<file path="config.mk">
export PLATFORM = sky130hd
export DESIGN_NAME = dae_seq
export DESIGN_NICKNAME = d
export VERILOG_FILES = /design/src/rtl/dae_pkg.sv /design/src/rtl/dae_seq.sv
export SDC_FILE = /design/constraint.sdc
export NUM_CORES = 1
export LEC_CHECK = 0
export BUFFER_PORTS_ARGS = -buffer_cell sky130_fd_sc_hd__buf_2
export CORE_MARGIN = 10
export CORE_UTILIZATION = 51
export DETAILED_ROUTE_END_ITERATION = 8
export PLACE_DENSITY = 0.78
export SLEW_MARGIN = 20
export SYNTH_ARGS = -nofsm -noshare
export SYNTH_HDL_FRONTEND = slang
export SYNTH_SLANG_ARGS = --single-unit
</file>
<file path="constraint.sdc">
create_clock -name clk_i -period 4.6 [get_ports clk_i]
set_clock_uncertainty 0.15 [all_clocks]
set_input_delay 0.46 -clock clk_i [delete_from_list [all_inputs] [get_ports clk_i]]
set_output_delay 0.46 -clock clk_i [all_outputs]
set_load 0.01 [all_outputs]
</file>
<file path="src/rtl/dae_pkg.sv">
// ----------------------------------------------------------------------------
// dae_pkg
// Shared constants, codes and types of the dynamic array engine.
// ----------------------------------------------------------------------------
package dae_pkg;

  // Store geometry.
  localparam int unsigned DEPTH      = 1024;
  localparam int unsigned DATA_WIDTH = 32;
  localparam int unsigned ADDR_W     = $clog2(DEPTH);
  localparam int unsigned CNT_W      = $clog2(DEPTH + 1);

  // Fixed field widths of the channels.
  localparam int unsigned REQ_W    = 3;
  localparam int unsigned IDX_W    = 11;
  localparam int unsigned WORD_W   = 32;
  localparam int unsigned STATUS_W = 2;
  localparam int unsigned POS_W    = 10;
  localparam int unsigned SIZE_W   = 11;

  // Width used to compare an index field against the element count.
  localparam int unsigned CMP_W = (CNT_W > IDX_W) ? CNT_W + 1 : IDX_W + 1;

  localparam logic [CNT_W-1:0] DEPTH_C = CNT_W'(DEPTH);

  typedef enum logic [REQ_W-1:0] {
    REQ_APPEND = 3'd0,
    REQ_INSERT = 3'd1,
    REQ_SET    = 3'd2,
    REQ_DELETE = 3'd3,
    REQ_GET    = 3'd4,
    REQ_SEARCH = 3'd5
  } dae_req_e;

  typedef enum logic [STATUS_W-1:0] {
    ST_OK        = 2'd0,
    ST_BAD_INDEX = 2'd1,
    ST_FULL      = 2'd2,
    ST_NOT_FOUND = 2'd3
  } dae_status_e;

  // One result item as it leaves the sequencer.
  typedef struct packed {
    dae_status_e         status;
    logic [WORD_W-1:0]   value;
    logic [POS_W-1:0]    position;
    logic [SIZE_W-1:0]   size;
    logic [SIZE_W-1:0]   capacity;
    logic                empty_res;
    logic                full_res;
  } dae_rsp_t;

  // Access request from the sequencer to the element store.
  typedef struct packed {
    logic                  we;
    logic [ADDR_W-1:0]     waddr;
    logic [DATA_WIDTH-1:0] wdata;
    logic                  re;
    logic [ADDR_W-1:0]     raddr;
  } dae_mem_t;

  // Loads a capacity value, forcing it into the range 1 to DEPTH.
  function automatic logic [CNT_W-1:0] clamp_capacity(input logic [SIZE_W-1:0] v);
    logic [CNT_W-1:0] c;
    if (v == '0) begin
      c = CNT_W'(1);
    end else if (32'(v) > DEPTH) begin
      c = DEPTH_C;
    end else begin
      c = CNT_W'(v);
    end
    return c;
  endfunction

endpackage

</file>
<file path="src/rtl/dae_seq.sv">
// ----------------------------------------------------------------------------
// dae_seq
// Request sequencer: keeps size and capacity, decides each request and walks
// the element store for insert, delete and search.
// ----------------------------------------------------------------------------
module dae_seq import dae_pkg::*; (
  input  logic                  clk_i,
  input  logic                  rst_ni,
  // Request item.
  input  logic                  req_valid_i,
  output logic                  req_ready_o,
  input  logic [REQ_W-1:0]      req_type_i,
  input  logic [IDX_W-1:0]      req_index_i,
  input  logic [WORD_W-1:0]     req_data_i,
  // Configuration write.
  input  logic                  cfg_valid_i,
  input  logic [SIZE_W-1:0]     cfg_data_i,
  // Result item towards the output register.
  output logic                  res_valid_o,
  input  logic                  res_ready_i,
  output dae_rsp_t              res_o,
  // Element store.
  output dae_mem_t              mem_o,
  input  logic [DATA_WIDTH-1:0] rdata_i
);

  typedef enum logic [3:0] {
    S_IDLE,
    S_GET,
    S_INS,
    S_INS_LAST,
    S_INS_WR,
    S_DEL,
    S_DEL_LAST,
    S_SRCH,
    S_SRCH_LAST,
    S_RESP
  } state_e;

  state_e                state_q, state_d;
  logic [CNT_W-1:0]      count_q, count_d;
  logic [CNT_W-1:0]      cap_q, cap_d;
  logic [ADDR_W-1:0]     ptr_q, ptr_d;
  logic [ADDR_W-1:0]     lim_q, lim_d;
  logic [ADDR_W-1:0]     wa_q, wa_d;
  logic                  pend_q, pend_d;
  logic [DATA_WIDTH-1:0] word_q, word_d;
  dae_status_e           status_q, status_d;
  logic [WORD_W-1:0]     value_q, value_d;
  logic [POS_W-1:0]      pos_q, pos_d;

  logic [CMP_W-1:0]      idx_x, cnt_x;
  logic [CNT_W:0]        cap_dbl;
  logic [CNT_W-1:0]      cap_grow, cap_room, cnt_dec;
  logic                  room;

  // Capacity after an attempt to make room for one more element.
  always_comb begin
    idx_x   = CMP_W'(req_index_i);
    cnt_x   = CMP_W'(count_q);
    cap_dbl = {cap_q, 1'b0};
    if (cap_q >= DEPTH_C) begin
      cap_grow = cap_q;
    end else if (cap_dbl > (CNT_W + 1)'(DEPTH)) begin
      cap_grow = DEPTH_C;
    end else begin
      cap_grow = cap_dbl[CNT_W-1:0];
    end
    cap_room = (count_q < cap_q) ? cap_q : cap_grow;
    room     = count_q < cap_room;
    cnt_dec  = count_q - CNT_W'(1);
  end

  always_comb begin
    state_d  = state_q;
    count_d  = count_q;
    cap_d    = cap_q;
    ptr_d    = ptr_q;
    lim_d    = lim_q;
    wa_d     = wa_q;
    pend_d   = pend_q;
    word_d   = word_q;
    status_d = status_q;
    value_d  = value_q;
    pos_d    = pos_q;
    mem_o    = '0;
    res_valid_o = 1'b0;

    case (state_q)
      S_IDLE: begin
        if (req_valid_i) begin
          pend_d   = 1'b0;
          word_d   = DATA_WIDTH'(req_data_i);
          value_d  = '0;
          pos_d    = '0;
          status_d = ST_OK;
          state_d  = S_RESP;
          case (dae_req_e'(req_type_i))
            REQ_APPEND: begin
              cap_d = cap_room;
              if (room) begin
                mem_o.we    = 1'b1;
                mem_o.waddr = ADDR_W'(count_q);
                mem_o.wdata = DATA_WIDTH'(req_data_i);
                count_d     = count_q + CNT_W'(1);
              end else begin
                status_d = ST_FULL;
              end
            end
            REQ_INSERT: begin
              if (idx_x > cnt_x) begin
                status_d = ST_BAD_INDEX;
              end else begin
                cap_d = cap_room;
                if (room) begin
                  count_d = count_q + CNT_W'(1);
                  lim_d   = ADDR_W'(req_index_i);
                  if (idx_x < cnt_x) begin
                    ptr_d   = ADDR_W'(cnt_dec);
                    state_d = S_INS;
                  end else begin
                    state_d = S_INS_WR;
                  end
                end else begin
                  status_d = ST_FULL;
                end
              end
            end
            REQ_SET: begin
              if (idx_x >= cnt_x) begin
                status_d = ST_BAD_INDEX;
              end else begin
                mem_o.we    = 1'b1;
                mem_o.waddr = ADDR_W'(req_index_i);
                mem_o.wdata = DATA_WIDTH'(req_data_i);
              end
            end
            REQ_DELETE: begin
              if (idx_x >= cnt_x) begin
                status_d = ST_BAD_INDEX;
              end else begin
                count_d = cnt_dec;
                if (cap_q > CNT_W'(1) && cnt_dec <= (cap_q >> 1)) begin
                  cap_d = cap_q >> 1;
                end
                if (idx_x + CMP_W'(1) < cnt_x) begin
                  ptr_d   = ADDR_W'(req_index_i) + ADDR_W'(1);
                  lim_d   = ADDR_W'(cnt_dec);
                  state_d = S_DEL;
                end
              end
            end
            REQ_GET: begin
              if (idx_x >= cnt_x) begin
                status_d = ST_BAD_INDEX;
              end else begin
                mem_o.re    = 1'b1;
                mem_o.raddr = ADDR_W'(req_index_i);
                state_d     = S_GET;
              end
            end
            REQ_SEARCH: begin
              status_d = ST_NOT_FOUND;
              if (count_q != '0) begin
                ptr_d   = '0;
                lim_d   = ADDR_W'(cnt_dec);
                state_d = S_SRCH;
              end
            end
            default: begin
            end
          endcase
        end
      end

      S_GET: begin
        value_d = WORD_W'(rdata_i);
        state_d = S_RESP;
      end

      // Walk downwards: read entry ptr, write the previous read one place up.
      S_INS: begin
        mem_o.re    = 1'b1;
        mem_o.raddr = ptr_q;
        mem_o.we    = pend_q;
        mem_o.waddr = wa_q;
        mem_o.wdata = rdata_i;
        pend_d      = 1'b1;
        wa_d        = ptr_q + ADDR_W'(1);
        if (ptr_q == lim_q) begin
          state_d = S_INS_LAST;
        end else begin
          ptr_d = ptr_q - ADDR_W'(1);
        end
      end

      S_INS_LAST: begin
        mem_o.we    = 1'b1;
        mem_o.waddr = wa_q;
        mem_o.wdata = rdata_i;
        pend_d      = 1'b0;
        state_d     = S_INS_WR;
      end

      S_INS_WR: begin
        mem_o.we    = 1'b1;
        mem_o.waddr = lim_q;
        mem_o.wdata = word_q;
        state_d     = S_RESP;
      end

      // Walk upwards: read entry ptr, write the previous read one place down.
      S_DEL: begin
        mem_o.re    = 1'b1;
        mem_o.raddr = ptr_q;
        mem_o.we    = pend_q;
        mem_o.waddr = wa_q;
        mem_o.wdata = rdata_i;
        pend_d      = 1'b1;
        wa_d        = ptr_q - ADDR_W'(1);
        if (ptr_q == lim_q) begin
          state_d = S_DEL_LAST;
        end else begin
          ptr_d = ptr_q + ADDR_W'(1);
        end
      end

      S_DEL_LAST: begin
        mem_o.we    = 1'b1;
        mem_o.waddr = wa_q;
        mem_o.wdata = rdata_i;
        pend_d      = 1'b0;
        state_d     = S_RESP;
      end

      // Reads run one entry ahead of the compare.
      S_SRCH: begin
        if (pend_q && rdata_i == word_q) begin
          status_d = ST_OK;
          pos_d    = POS_W'(wa_q);
          state_d  = S_RESP;
        end else begin
          mem_o.re    = 1'b1;
          mem_o.raddr = ptr_q;
          pend_d      = 1'b1;
          wa_d        = ptr_q;
          if (ptr_q == lim_q) begin
            state_d = S_SRCH_LAST;
          end else begin
            ptr_d = ptr_q + ADDR_W'(1);
          end
        end
      end

      S_SRCH_LAST: begin
        if (rdata_i == word_q) begin
          status_d = ST_OK;
          pos_d    = POS_W'(wa_q);
        end
        state_d = S_RESP;
      end

      S_RESP: begin
        res_valid_o = 1'b1;
        if (res_ready_i) begin
          state_d = S_IDLE;
        end
      end

      default: begin
        state_d = S_IDLE;
      end
    endcase

    // A configuration write restarts the list; the user must send it only while idle, the block does not enforce this.
    if (cfg_valid_i) begin
      count_d = '0;
      cap_d   = clamp_capacity(cfg_data_i);
    end
  end

  always_ff @(posedge clk_i or negedge rst_ni) begin
    if (!rst_ni) begin
      state_q  <= S_IDLE;
      count_q  <= '0;
      cap_q    <= clamp_capacity(SIZE_W'(4));
      ptr_q    <= '0;
      lim_q    <= '0;
      wa_q     <= '0;
      pend_q   <= 1'b0;
      word_q   <= '0;
      status_q <= ST_OK;
      value_q  <= '0;
      pos_q    <= '0;
    end else begin
      state_q  <= state_d;
      count_q  <= count_d;
      cap_q    <= cap_d;
      ptr_q    <= ptr_d;
      lim_q    <= lim_d;
      wa_q     <= wa_d;
      pend_q   <= pend_d;
      word_q   <= word_d;
      status_q <= status_d;
      value_q  <= value_d;
      pos_q    <= pos_d;
    end
  end

  assign req_ready_o = (state_q == S_IDLE);

  always_comb begin
    res_o.status    = status_q;
    res_o.value     = value_q;
    res_o.position  = pos_q;
    res_o.size      = SIZE_W'(count_q);
    res_o.capacity  = SIZE_W'(cap_q);
    res_o.empty_res = (count_q == '0);
    res_o.full_res  = (count_q == cap_q);
  end

endmodule

</file>
==> summary.txt, run 1 <==
Run status
  – Status: finished, violations left
  – Violated checks: setup timing

Global route
  – Largest net degree at the start of global routing: 67
  – GRT Overall Usage: between 20% and 30%
  – Number of global-route vias before repair: 10,900
  – First-pass GRT wire length: 59,800 µm
  – Grt ovf: 0
  – Initial antenna violation count: 5

Job
  – Number of max-cap violations: 0

Layout
  – Final nets: between 1,500 and 2,000
  – Area growth syn-to-layout: 27.7%
  – Finished Cell Area: ~0.013 mm²
  – Final core occ: 66.6%
  – Fraction of layout cells with a size suffix above 1: between 30% and 40%
  – Fin cells: 1,780
  – Fillers: between 1,500 and 2,000

STA
  – Unrepaired setup endpoints after global routing: yes
  – Final setup violation count: between 40 and 50
  – Fin crit share: 110%
  – Worst relative slew slack: between 40% and 50%
  – Final Hold Vio Count: 0
  – Final Max Slew Viols: 0
  – Min Clock Period, post-route: between 5 and 6 ns
  – Least-Margin Pin Slew: 0.856 ns
  – Fmax: 198 MHz
  – Setup tns final: -17.19 ns
  – Setup ws final: -0.455 ns

Die
  – # rows: 51
  – Area of the die: 0.0261 mm²
  – I/O Pins: 218
  – Die Ht: 162 µm
  – Core ar.: 0.0196 mm²
  – Starting Density: 52.2%
  – Die W: 162 µm

Synthesis
  – Ys flop type: dfrtp_1
  – Yosys reg bits: 133
  – Synth top area share: 32.3%
  – Dominant cells by area after synthesis: dfrtp_1 32%, nand2_1 8.5%, ha_1 7.1%
  – Post-Synthesis Cells: 1,247
  – Syn_nets: 1,399
  – Async set-reset flop share out of synthesis: 100%
  – Area leader, netlist: dfrtp_1
  – Post-synth top cells: 232 x nand2_1, 132 x dfrtp_1, 81 x o21ai_0
  – Synthesis Warnings: 0
  – Most numerous cell in the Yosys netlist: nand2_1
  – Sequential cell area fraction in the yosys report: 32.6%
  – Post-synth EDFFs: 0
  – Synth Cell Area: 0.0102 mm²
  – Netlist cell types: 86
  – Syn_area_per_cell: between 8 and 9 µm²

Placement
  – I/O Buffers: approximately 220
  – DP HPWL: 27,400 µm
  – Dpl ws: -0.112 ns
  – Area after DPL: approximately 0.012 mm²
  – Placed cell count: ~1,700
  – RD Place Congestion: 0.957

Setup path
  – Element type at the critical path end: output port
  – Max Fanout on Critical Path: 5
  – WP data arrival: approximately 4.5 ns
  – WP data required: 3.99 ns
  – WS Path Type: flop to output port
  – Critical path startpoint category: flop

Clock network
  – CTS tree: built
  – Longest Clk Path Bufs: 2
  – Clock Latency Late Sink: 0.43 ns
  – Worst-path clk slew: 0.06 ns
  – CTS sink cnt: roughly 130
  – Clock root buffer: clkbuf_16
  – H-tree depth: 4
  – CTS Buf Count: 17

Routing
  – Vias post-DR: about 11,000
  – Initial DRC Count: 1,107
  – Total wire length: between 30,000 and 40,000 µm
  – WL/cell: 21.2 µm
  – Number of remaining DRC errors: 0
  – DRT antenna net count: 0
  – Avg Vias per Cell: roughly 6.2
  – Drt pass-1 iters: 6

Power and ir drop
  – Pwr dens: 471 mW/mm²
  – Peak supply drop: 0.369 mV
  – Pleak: 0.00615 µW

Worst hold path
  – HP Class: primary input to flop
[area by class of cell]
| type | instances | area, µm² | share of cell area [%] |
|---|---|---|---|
| multi-input combinational | 981 | 6750 | 51.7 |
| sequential | 133 | 3330 | 25.5 |
| timing repair buffer | 313 | 1880 | 14.4 |
| clock buffer | 19 | 443 | 3.39 |
| tap | 265 | 332 | 2.54 |
| inverter | 50 | 188 | 1.44 |
| clock inverter | 13 | 123 | 0.939 |
| antenna | 6 | 15.0 | 0.115 |
[through the flow]
stage	total power, µW	hold slack, ns
after floorplan	3730	0.0144
after global placement	4610	0.288
after detailed placement	4700	0.286
after CTS	6080	0.0946
after global routing	6570	0.111
final	6150	0.103
[routing by layer]
metal	global-route usage, %	vias to the layer above	routed length, µm
met5	0	-	0
met2	45.2	620	18100
met4	11.5	0	1330
li1	-	5071	-
met3	5.85	114	3390
met1	36.2	5294	15000
[worst max-delay path, stage by stage (launching register included)]
cell	delay, ns
dfstp_2	0.54
inv_2	0.05
ha_4	0.27
nand3b_1	0.14
a211oi_4	0.31
a2111oi_4	0.06
buf_4	0.17
nor2_4	0.12
buf_6	0.14
buf_4	0.11
nor2_1	0.03
a31oi_1	0.21
ha_1	0.30
a211oi_2	0.23
nor3_2	0.10
nor3_4	0.23
nor4b_4	0.25
buf_4	0.18
buf_8	0.14
a22oi_2	0.08
o211ai_1	0.18
buf_2	0.18
[report_power, final]
| group | internal (µW) | switching (µW) | leakage (µW) |
|---|---|---|---|
| logic | 1090 | 1620 | 0.00420 |
| clock network | 764 | 566 | 0.000267 |
| registers | 1620 | 488 | 0.00168 |
| total | 3470 | 2670 | 0.00615 |
[cell families after synthesis]
logic type / synth area share (%)
and+or+nand+nor: 22.2
AOI/OAI and AO/OA: 23.3
buffers and inverters: 5.19
DFF: 32.6
xor gates and xnor gates: 6.00
adders and majority gates: 7.10
muxes: 3.61
[registers in the layout (all words and copies together) (netlist names)]
register,flops
ptr_q,10
state_q,4
wa_q,10
lim_q,10
word_q,32
pend_q,1
cap_q,11
status_q,2
count_q,11
pos_q,10
value_q,32
[timing repair]
| item | 4_1_cts | 5_1_grt |
|---|---|---|
| resized for setup | 25 | 47 |
| endpoints found under the setup margin | 50 | 60 |
| setup buffers | 30 | 7 |
| hold buffers | 1 | 0 |
| cloned | 2 | 0 |
| endpoints found under the hold margin | 50 | 0 |
| pin swaps | 20 | 34 |
[worst paths after layout]
kind | cells past startpoint | startpoint | slack, ns | end
min reg2reg | 2 | value_q[14]$_DFFE_PN0P_ | 0.34 | value_q[14]$_DFFE_PN0P_
max | 21 | cap_q[2]$_DFFE_PN1P_ | -0.46 | mem_o[43]
min | 3 | req_data_i[26] | 0.10 | word_q[26]$_DFFE_PN0P_
max in group asynchronous | 3 | rst_ni | 2.92 | cap_q[5]$_DFFE_PN0P_
max reg2reg | 17 | cap_q[2]$_DFFE_PN1P_ | 0.07 | ptr_q[6]$_DFFE_PN0P_
min in group asynchronous | 2 | rst_ni | 0.39 | wa_q[7]$_DFFE_PN0P_
[layout by cell type, fill, tap and decap left out, types with 11 or more instances in the layout]
| cell type | netlist | layout |
|---|---|---|
| nand2_1 | 232 | 231 |
| buf_2 | 3 | 216 |
| dfrtp_1 | 132 | 132 |
| buf_4 | 3 | 87 |
| nand3_1 | 69 | 64 |
| a22oi_1 | 69 | 59 |
| nor2_1 | 52 | 48 |
| xor2_1 | 48 | 48 |
| ha_1 | 58 | 48 |
| inv_1 | 49 | 44 |
| o21ai_0 | 81 | 41 |
| a21oi_1 | 38 | 38 |
| o21ai_1 | 4 | 31 |
| xnor2_1 | 22 | 22 |
| a31oi_1 | 20 | 20 |
| nand4_1 | 18 | 18 |
| nor3_1 | 20 | 17 |
| clkbuf_16 | 0 | 17 |
| nor4_1 | 19 | 16 |
| o21ai_2 | 1 | 14 |
| o22ai_1 | 14 | 14 |
| mux2_2 | 14 | 14 |
| a22o_1 | 11 | 11 |
| mux2i_1 | 11 | 11 |
| o31ai_1 | 12 | 11 |
Note: power is estimated with default switching activity, not from simulation.
==> run 2: changes to the inputs <==
==> constraint.sdc (replaced) <==
create_clock -name clk_i -period 4.6 [get_ports clk_i]
set_clock_uncertainty 0.15 [all_clocks]
set_input_delay 0.46 -clock clk_i [delete_from_list [all_inputs] [get_ports clk_i]]
set_output_delay 0.46 -clock clk_i [all_outputs]
set_load 0.005 [all_outputs]
==> summary.txt, run 2 (synthesis gave the netlist of run 1 again) <==
Run status
  – Status: finished, violations left
  – Violated checks: setup timing

Setup path
  – WS Path Type: flop to output port
  – Element type at the critical path end: output port
  – Max Fanout on Critical Path: 7 (+2)
  – WP data arrival: 4.69 ns (+0.24 ns)
  – Critical path startpoint category: flop
  – WP data required: 3.99 ns (about the same)

Job
  – Number of max-cap violations: 0 (unchanged)

Layout
  – Finished Cell Area: 0.0135 mm² (+3.5%)
  – Final nets: 1,690 (+2.5%)
  – Most frequent cells in the layout: 230 x nand2_1, 216 x buf_2, 132 x dfrtp_1
  – Area growth syn-to-layout: 32.1%
  – Fraction of layout cells with a size suffix above 1: 33.0% (+2.5 points)
  – Most common cell after layout, fill and taps aside: nand2_1
  – Fillers: 1,594 (-4.9%)
  – Biggest regs: value_q (32), word_q (32)

Clock network
  – Worst-path clk slew: 0.07 ns (about the same)
  – Longest Clk Path Bufs: 2 (unchanged)
  – CTS Buf Count: 17 (unchanged)
  – CTS tree: built
  – Clock root buffer: clkbuf_16
  – H-tree depth: 4 (unchanged)
  – Clock Latency Late Sink: 0.44 ns (about the same)
  – CTS sink cnt: 133 (unchanged)

Worst hold path
  – HP Class: primary input to flop

Placement
  – Area after DPL: 0.0120 mm² (+1.1%)
  – RD Place Congestion: 0.975 (+1.9%)
  – I/O Buffers: 217 (unchanged)
  – DP HPWL: 28,000 µm (+2.3%)

Global route
  – GRT Overall Usage: 28.1% (about the same)
  – Initial antenna violation count: 1 (-4)
  – Number of global-route vias before repair: 10,800 (-1.2%)
  – First-pass GRT wire length: 59,400 µm (-0.80%)
  – Largest net degree at the start of global routing: 71 (+6.0%)
  – Grt ovf: 0 (unchanged)

Die
  – Die Ht: 162 µm (unchanged)
  – Starting Density: 52.2% (unchanged)
  – Die W: 162 µm (unchanged)
  – Core ar.: 0.0196 mm² (unchanged)
  – Area of the die: 0.0261 mm² (unchanged)
  – # rows: 51 (unchanged)
  – I/O Pins: 218 (unchanged)

STA
  – Worst relative slew slack: 39.7% (-3.2 points)
  – Min Clock Period, post-route: 5.30 ns (+0.245 ns)
  – Final Max Slew Viols: 0 (unchanged)
  – Setup ws final: -0.701 ns (-0.245 ns)
  – Final Hold Vio Count: 0 (unchanged)
  – Final setup violation count: 44 (+2.3%)
  – Fmax: 189 MHz (-4.6%)
  – Least-Margin Pin Slew: 0.900 ns (+0.0438 ns)
  – Unrepaired setup endpoints after global routing: yes
  – Fin crit share: 115% (+5.3 points)

Power and ir drop
  – Pwr dens: 453 mW/mm² (-3.7%)
  – Sw frac: 43.2% (-0.31 points)
  – Gate power share: 43.8% (-0.3 points)
  – Pwr Total: 6120 µW (-0.34%)
  – Clock share of power: 21.8% (+0.2 points)
  – P_int: 3480 µW (+0.21%)
  – Pleak: 0.00643 µW (+4.5%)
  – Peak supply drop: 0.316 mV (-14%)
  – Sequential share of power: 34.3% (about the same)
  – Switch Pwr: 2640 µW (-1.0%)

Routing
  – Vias post-DR: 11,300 (+2.2%)
  – Avg Vias per Cell: 6.24 (about the same)
  – DRT antenna net count: 0 (unchanged)
  – WL/cell: 21.6 µm (+1.7%)
  – Total wire length: 39,300 µm (+3.9%)
  – Drt pass-1 iters: 7 (+1)
  – Number of remaining DRC errors: 0 (unchanged)
  – Initial DRC Count: 1,348 (+22%)
run 2: cell count changes in the layout (fill, tap and decap cells not counted), moves of 3 or more:
cell,previous run,this run
o21ai_4,0,3
o21ai_2,14,28
buf_6,4,20
o21ai_0,41,46
a22oi_1,59,64
o21ai_1,31,9
buf_12,3,7
diode_2,6,3
ha_1,48,52
ha_4,10,5
a22oi_2,10,5
buf_4,87,109
run 2: repair_timing:
action,CTS,global route
hold buffers,1,0
endpoints found under the setup margin,62,71
resized for setup,63,66
cloned,1,1
endpoints found under the hold margin,68,0
pin swaps,28,37
setup buffers,39,14
run 2: worst paths after layout:
check | start | endpoint | slack (ns) | cells after the start
worst max-delay path | cap_q[2]$_DFFE_PN1P_ | mem_o[48] | -0.70 | 20
min in group asynchronous | rst_ni | wa_q[6]$_DFFE_PN0P_ | 0.43 | 2
worst min register to register | value_q[20]$_DFFE_PN0P_ | value_q[20]$_DFFE_PN0P_ | 0.34 | 2
max in group asynchronous | rst_ni | word_q[9]$_DFFE_PN0P_ | 2.88 | 3
worst max register to register | cap_q[2]$_DFFE_PN1P_ | cap_q[4]$_DFFE_PN0P_ | -0.46 | 33
worst min-delay path | req_data_i[26] | word_q[26]$_DFFE_PN0P_ | 0.09 | 3
run 2: cell type report:
type | count | area [µm²] | area share (%)
clock buffers | 19 | 453 | 3.35
inverters | 50 | 188 | 1.39
multi-input cells | 982 | 6780 | 50.2
well taps | 265 | 332 | 2.46
flip-flops and latches | 133 | 3330 | 24.7
repair buffers | 354 | 2300 | 17.0
diodes | 3 | 7.51 | 0.0556
clock inverters | 13 | 114 | 0.843
run 2: power by group through the flow:
| stage | Sequential [µW] | Clock [µW] | Combinational (µW) |
|---|---|---|---|
| floorplan | 1930 | 0 | 1690 |
| global placement | 2080 | 0 | 2450 |
| detailed placement | 2100 | 0 | 2510 |
| CTS | 2080 | 1340 | 2580 |
| global route | 2160 | 1400 | 2940 |
| finish | 2100 | 1340 | 2680 |
run 2: per-stage QoR:
stage / util, % / hold slack (ns) / instances / worst slack [ns] / setup TNS (ns)
floorplan: - / 0.0144 / 1247 / 0.000232 / 0
global placement: 61.4 / 0.325 / 1731 / -0.397 / -13.86
detailed placement: 61.4 / 0.329 / 1731 / -0.662 / -23.18
CTS: 66.8 / 0.0884 / 1803 / -0.558 / -20.94
global route: 68.9 / 0.100 / 1817 / -0.885 / -34.73
finish: 68.9 / 0.0933 / 1819 / -0.701 / -26.67
run 2: per-layer routing:
metal / up-vias / track usage, % / share of wire [%]
met1: 5389 / 36.2 / 39
li1: 5147 / - / -
met2: 682 / 45.0 / 48
met5: - / 0 / 0
met3: 125 / 6.13 / 9.3
met4: 0 / 11.4 / 4.0
run 2: worst max-delay path, cell delays in order (launching register included):
cell and delay [ns]:
dfstp_2 0.55, inv_2 0.05, ha_4 0.27, nand3b_1 0.09, a211oi_2 0.26, buf_4 0.14, a2111o_1 0.18, nand2_2 0.15
o31a_1 0.31, ha_2 0.17, a21o_1 0.17, a221o_1 0.34, a21o_1 0.20, nor3_2 0.21, nor4b_4 0.29, buf_4 0.17
buf_6 0.12, buf_12 0.12, a22oi_1 0.10, o211ai_1 0.18, buf_2 0.16
